## src/rtl/sawlc_pkg.sv

```systemverilog
package sawlc_pkg;

	// Fixed field widths
	localparam int ADDR_W   = 16;
	localparam int DATA_W   = 16;
	localparam int VW_W     = 13;
	localparam int CNT_W    = 32;
	localparam int ACT_W    = 3;
	localparam int CFG_IX_W = 2;
	localparam int LIM_W    = ADDR_W + 1;

	// Default geometry
	localparam int WORDS_PER_BLOCK_DEF = 4;
	localparam int WAYS_DEF            = 2;
	localparam int SETS_DEF            = 16;
	localparam int BACKING_WORDS_DEF   = 4096;

	// Action codes
	localparam logic [ACT_W-1:0] ACT_READ    = 3'd0;
	localparam logic [ACT_W-1:0] ACT_WRITE   = 3'd1;
	localparam logic [ACT_W-1:0] ACT_FLUSH   = 3'd2;
	localparam logic [ACT_W-1:0] ACT_INVAL   = 3'd3;
	localparam logic [ACT_W-1:0] ACT_CLRSTAT = 3'd4;
	localparam logic [ACT_W-1:0] ACT_DREAD   = 3'd5;
	localparam logic [ACT_W-1:0] ACT_DWRITE  = 3'd6;
	localparam logic [ACT_W-1:0] ACT_UNUSED  = 3'd7;

	// Configuration register indexes
	localparam logic [CFG_IX_W-1:0] CFG_VALID_WORDS = 2'd0;
	localparam logic [CFG_IX_W-1:0] CFG_CHAR_OUT    = 2'd1;
	localparam logic [CFG_IX_W-1:0] CFG_INT_OUT     = 2'd2;

	localparam logic [VW_W-1:0]   VALID_WORDS_RST = 13'd4096;
	localparam logic [ADDR_W-1:0] CHAR_OUT_RST    = 16'hFFFF;
	localparam logic [ADDR_W-1:0] INT_OUT_RST     = 16'hFFFE;

	typedef struct packed {
		logic [ACT_W-1:0]  action;
		logic [ADDR_W-1:0] address;
		logic [DATA_W-1:0] write_value;
	} in_item_t;

	typedef struct packed {
		logic [DATA_W-1:0] read_data;
		logic              hit;
		logic              wrote_back;
		logic              status;
		logic [CNT_W-1:0]  read_total;
		logic [CNT_W-1:0]  write_total;
		logic [CNT_W-1:0]  hit_total;
		logic [CNT_W-1:0]  miss_total;
	} out_item_t;

	typedef struct packed {
		logic [VW_W-1:0]   valid_words;
		logic [ADDR_W-1:0] char_out_addr;
		logic [ADDR_W-1:0] int_out_addr;
	} cfg_regs_t;

	// Classified command handed from front to back
	typedef struct packed {
		logic [ACT_W-1:0]  action;
		logic [ADDR_W-1:0] address;
		logic [DATA_W-1:0] write_value;
		logic              in_range;
		logic              port_addr;
	} cmd_t;

	typedef struct packed {
		logic clearing;
	} back_stat_t;

	typedef enum logic [3:0] {
		ST_CLEAR,
		ST_IDLE,
		ST_EXEC,
		ST_HIT_RD,
		ST_WB_RD,
		ST_WB_WR,
		ST_FILL_RD,
		ST_FILL_WR,
		ST_FILL_END,
		ST_FL_SCAN,
		ST_DR_WAIT,
		ST_DONE
	} back_state_t;

	// Usable word count: min(valid_words, backing size)
	function automatic logic [LIM_W-1:0] word_limit(logic [VW_W-1:0] vw, int unsigned bw);
		logic [LIM_W-1:0] bwl;
		bwl = LIM_W'(bw);
		word_limit = ({4'd0, vw} < bwl) ? {4'd0, vw} : bwl;
	endfunction

endpackage

```

## src/rtl/sawlc_front.sv

```systemverilog
module sawlc_front #(
	parameter int BACKING_WORDS = sawlc_pkg::BACKING_WORDS_DEF
) (
	input  logic                   clk,
	input  logic                   arst_n,
	input  logic                   push,
	output logic                   full,
	input  sawlc_pkg::in_item_t    item,
	input  sawlc_pkg::cfg_regs_t   cfg,
	input  sawlc_pkg::back_stat_t  bstat,
	output logic                   cmd_valid,
	output sawlc_pkg::cmd_t        cmd,
	input  logic                   cmd_take
);
	import sawlc_pkg::*;

	localparam int QD = 2;

	cmd_t             buf_q [QD];
	logic             wr_ptr_q, rd_ptr_q;
	logic [1:0]       cnt_q;
	logic [LIM_W-1:0] lim;
	cmd_t             cls;
	logic             do_push, do_pop;

	// Classify the incoming item
	always_comb begin
		lim             = word_limit(cfg.valid_words, BACKING_WORDS);
		cls.action      = item.action;
		cls.address     = item.address;
		cls.write_value = item.write_value;
		cls.in_range    = {1'b0, item.address} < lim;
		cls.port_addr   = (item.address == cfg.char_out_addr) ||
		                  (item.address == cfg.int_out_addr);
	end

	assign full      = (cnt_q == 2'(QD)) || bstat.clearing;
	assign do_push   = push && !full;
	assign cmd_valid = cnt_q != 2'd0;
	assign do_pop    = cmd_take && cmd_valid;
	assign cmd       = buf_q[rd_ptr_q];

	// Payload slots
	always_ff @(posedge clk) begin
		if (do_push) begin
			buf_q[wr_ptr_q] <= cls;
		end
	end

	// Queue pointers
	always_ff @(posedge clk or negedge arst_n) begin
		if (!arst_n) begin
			wr_ptr_q <= 1'b0;
			rd_ptr_q <= 1'b0;
			cnt_q    <= 2'd0;
		end else begin
			if (do_push) wr_ptr_q <= !wr_ptr_q;
			if (do_pop)  rd_ptr_q <= !rd_ptr_q;
			cnt_q <= cnt_q + 2'(do_push) - 2'(do_pop);
		end
	end

endmodule

```

## config.mk

```make
export PLATFORM = sky130hd
export DESIGN_NAME = sawlc_front
export DESIGN_NICKNAME = d
export VERILOG_FILES = /design/src/rtl/sawlc_pkg.sv /design/src/rtl/sawlc_front.sv
export SDC_FILE = /design/constraint.sdc
export NUM_CORES = 1
export LEC_CHECK = 0
export ABC_AREA = 1
export BUFFER_PORTS_ARGS = -buffer_cell sky130_fd_sc_hd__buf_4
export CAP_MARGIN = 0
export CORE_ASPECT_RATIO = 1.2
export CORE_MARGIN = 8
export CORE_UTILIZATION = 35
export CTS_CLUSTER_DIAMETER = 200
export DETAILED_ROUTE_END_ITERATION = 8
export HOLD_SLACK_MARGIN = 0.05
export PLACE_DENSITY = 0.59
export SLEW_MARGIN = 15
export SYNTH_ARGS = -nofsm -noshare
export SYNTH_HDL_FRONTEND = slang
export SYNTH_SLANG_ARGS = --single-unit
```

## constraint.sdc

```tcl
create_clock -name clk -period 2.5 [get_ports clk]
set_input_delay 0.125 -clock clk [delete_from_list [all_inputs] [get_ports clk]]
set_output_delay 0.125 -clock clk [all_outputs]
set_load 0.01 [all_outputs]
```

## Word level (Yosys, flattened, before mapping)

Memory sizes are Yosys's and may differ from the RTL's.
Index checks and enable logic that the tools add are counted.

- Register bits: 4
- Latch bits: 0
- RAM bits: 74
- ROM bits: 0
- Input port bits: 85
- Output and inout bits: 39
- Logic and storage cells: 22
- Memories kept: 1

Memories:

| name | depth | width | rd ports | clocked after memory_dff | write ports | line | RTL |
|---|---|---|---|---|---|---|---|
| buf_q | 2 | 37 | 1 | 0 | 1 | sawlc_front.sv:19 | `cmd_t buf_q [QD];` |

- Add/sub/neg operators: 2
- Multipliers: 0
- Divide/modulo/power cells: 0
- Order comparisons: 2
- Equal/unequal tests: 3
- Shift-type cells: 0
- Multiplexer cells: 3
- Bitwise logic cells: 0
- Reductions and logical operators: 8

Operators with widths:

| cell | count |
|---|---|
| $eq A16 B16 Y1 | 2 |
| $lt A16 B13 Y1 | 1 |
| $lt A13 B13 Y1 const B | 1 |
| $mux W13 | 1 |
| $logic_not A1 Y1 | 3 |
| $add A2 B1 Y2 | 1 |
| $eq A2 B2 Y1 const B | 1 |
| $logic_and A1 B1 Y1 | 2 |
| $logic_or A1 B1 Y1 | 2 |
| $mux W1 | 2 |
| $reduce_bool A2 Y1 | 1 |
| $sub A2 B1 Y2 | 1 |

## Depth between registers and ports, before layout

- Depth after elaboration: 6
- Gate-level depth with buffers: 11
- Gate-level depth less buffers: 10

## Worst setup path before layout

No wires, ideal clock.

- Path kind: reg-to-reg
- From: register cnt_q[1]
- To: memory buf_q[0][0] (netlist name) (enable)
- Setup time: 0.431 ns
- Arrival: 2.185 ns
- Required time: 2.069 ns
- Setup slack: -0.117 ns
- Stages on the path, launching flop included: 4
- Path buffers: 0
- Period minus slack after synthesis: 2.617 ns
- Path through: dfrtp_1 nand2_1 nand3_1 nor2_1

- Word-level cells in the longest chain between the ends: 6

Ends and longest elaborated chain:

| what | line | RTL |
|---|---|---|
| start, declared | sawlc_front.sv:21 | `logic [1:0] cnt_q;` |
| start signal, assigned | sawlc_front.sv:59 | `cnt_q <= cnt_q + 2'(do_push) - 2'(do_pop);` |
| $eq A2 B2 Y1 | sawlc_front.sv:37 | `assign full = (cnt_q == 2'(QD)) \|\| bstat.clearing;` |
| $logic_or A1 B1 Y1 | sawlc_front.sv:37 |  |
| $logic_not A1 Y1 | sawlc_front.sv:38 | `assign do_push = push && !full;` |
| $logic_and A1 B1 Y1 | sawlc_front.sv:38 |  |
| $mux W1 | sawlc_front.sv:45 | `if (do_push) begin` |
| $mux W1 (not written as such) | sawlc_front.sv:46 | `buf_q[wr_ptr_q] <= cls;` |
| end, declared | sawlc_front.sv:19 |  |

No other way between the ends.

## Worst setup path in the final report

- From: register cnt_q[1]
- To: memory buf_q[1][11] (netlist name) (enable)

Same word-level chain as after synthesis.

==> impl_metrics.tcl <==
set metrics [dict create \
    drt-initial-drc-count 97 \
    synth-seq-cells 78 \
    dr.pass1.iters 4 \
    fp.coreArea_mm2 0.0100 \
    cpPeakStageDelay_ps 530 \
    fillers 911 \
    min-delay-start "item[29]" \
    use_met1_pct 14.1 \
    crit_start "cnt_q[1]" \
    cp_data_required_time_ps 2520 \
    start_util_pct 35.9 \
    mostFrequentLayoutCells "nand2_1 (145), buf_4 (128), edfxtp_1 (74)" \
    antenna_found_initial 0 \
    setup_viol 0 \
    period_share_pct 74.3 \
    drtAntennaViolNets 0 \
    worst_ep_arrival_time_ps 1880 \
    finClkSkew_ps 3.48 \
    met3_usage_pct 4.93 \
    worstSkewPairLatency_ps 320 \
    die_h_um 127 \
    port_buffers 123 \
    area_growth_pct 49.7 \
    r2r_slack_ps 640 \
    status "finished clean" \
    critPathKind "flip-flop to flip-flop" \
    ios 124 \
    report.power.total_uw 4680 \
    clk_pin_slew_ps 60 \
    yosys.area.top_type "edfxtp_1" \
    gp_congestion 0.755 \
    drive_above_1_share_pct 29.6 \
    max_freq_mhz 538 \
    cp-end-kind "flip-flop" \
    grt_start_max_net_pins 38 \
    p_leak_uw 0.00233 \
    antenna_cells 0 \
    multi_input_area_mm2 0.00121 \
    num_vias 2772 \
    clock_path_buffers 2 \
    maxCapViolCount 0 \
    netlist_top_cells_area "edfxtp_1 (62%), nand2_1 (15%), xnor2_1 (6.8%)" \
    worstHoldPathCells 1 \
    seq_area_frac_synth_pct 64.6 \
    grt_usage_pct 12.8 \
    worst-r2r-cell-count 4 \
    syn_area_mm2 0.00359 \
    cts_buffers 9 \
    timing.rr.start "cnt_q[1]" \
    vdd.ir_drop.worst_mv 0.345 \
    die-area_mm2 0.0138 \
    fin_tns_setup_ps 0 \
    route.detailed.drc 0 \
    cts_resized 0 \
    critPathLaunchType "flip-flop" \
    hold_path_class "input port to flip-flop" \
    avgSynthCellArea_um2 11.1 \
    grt.busiest_layer "met2" \
    crit_fanout 19 \
    layout_commonest_cell "nand2_1" \
    via_per_inst 4.46 \
    routed_wl_mm 8.68 \
    min_period_ps 1860 \
    seq_area_mm2 0.00232 \
    htree_num_levels 3 \
    finalMaxSlewViolations 0 \
    rsz0062_at_grt "no" \
    path_cells "nand2_1 -> nand3_1 -> nor2_4 -> buf_4" \
    power.density_mw_per_mm2 871 \
    ys_types 19 \
    slowest_stage "nor2_4" \
    gr-total-overflow 0 \
    yosys_warnings 0 \
    wl_per_cell_um 14.0 \
    yosysTopAreaCellShare_pct 61.8 \
    post_cts_buffers 0 \
    grt_pass1_vias 2835 \
    die_w_um 108 \
    fin_nets 590 \
    dp_hpwl_mm 6.42 \
    syn_inst 325 \
    row_count 40 \
    finalHoldViolations 0 \
    clock-sinks 78 \
    cts_root_buffer "clkbuf_16" \
    use_met2_pct 21.8 \
    worst_pin_slew_ps 557 \
    slew_headroom_pct 62.8 \
    syn_nets 424 \
    cts_tree "built" \
    grt_pass1_wl_mm 13.6 \
]
-- where the power goes --
part	leakage (uW)	switching (uW)	internal [uW]	total [uW]
Sequential	0.000724	50.8	1640	1690
Clock	0.000154	478	876	1350
Combinational	0.00145	905	739	1640
-- synthesized netlist by cell type --
library cell and instances:
buf_2 7, xor2_1 5, xnor2_1 28, nand4_1 5
inv_1 9, o21ai_0 1, or2_2 1, or2_0 1
edfxtp_1 74, clkbuf_1 2, o21a_1 1, dfrtp_1 4
nor4_1 1, nor2_1 11, nand3_1 5, ha_1 14
or2_1 2, a21oi_1 9, nand2_1 145
-- state kept, by name (all words and copies together) (netlist names) --
signal    cells
cnt_q         2
rd_ptr_q      1
wr_ptr_q      1
buf_q        74
-- cell type report --
type	count	share of cell area, %
Clock buffer	9	4.19
Clock inverter	7	1.81
Inverter	9	0.628
Multi-Input combinational cell	229	22.5
Sequential cell	78	43.2
Tap cell	126	2.93
Timing Repair Buffer	164	24.8
-- cells by family (layout without fill, tap and decap cells) --
group                      count (synthesis)  after routing  share of synthesized area [%]
and+or+nand+nor                          171            171                           18.7
adders and majority gates                 14             14                           4.87
buffers and inverters                     18            189                           2.12
AOI/OAI and AO/OA                         11             11                           1.60
DFF                                       78             78                           64.6
xor gates and xnor gates                  33             33                           8.04
-- worst max-delay path: cells and delay by family, from the launching register on --
| family | cells | cell delay, ps |
|---|---|---|
| DFF | 1 | 400 |
| and+or+nand+nor | 3 | 860 |
| buffers and inverters | 1 | 300 |
-- layer usage --
layer,vias up,part of all wire [%]
met2,100,49
met4,0,1.5
met5,-,0
li1,1412,-
met3,8,8.9
met1,1252,40
-- worst paths after layout --
| kind | end |
|---|---|
| max | buf_q[1][11] |
| min | buf_q[1][31] |
| max reg2reg | buf_q[1][11] |
| min reg2reg | cnt_q[0] |
| max in group asynchronous | cnt_q[1] |
| min in group asynchronous | cnt_q[0] |
-- metrics by stage --
step                hold slack, ps  instance area, um2  util, %  setup WS, ps  instances
floorplan                     -171                3590        -          -117        325
global placement             -75.6                4700     47.0           655        571
detailed placement           -72.6                4700     47.0           606        571
CTS                           52.4                5370     53.6           581        621
global route                  65.2                5380     53.7           499        622
finish                        68.0                5380     53.7           642        622
-- repair_timing --
action / 4_1_cts / 5_1_grt
endpoints found under the hold margin: 70 / 2
hold buffers: 34 / 1
endpoints found under the setup margin: 0 / 0
No activity file was read; power rests on OpenSTA's default activity.
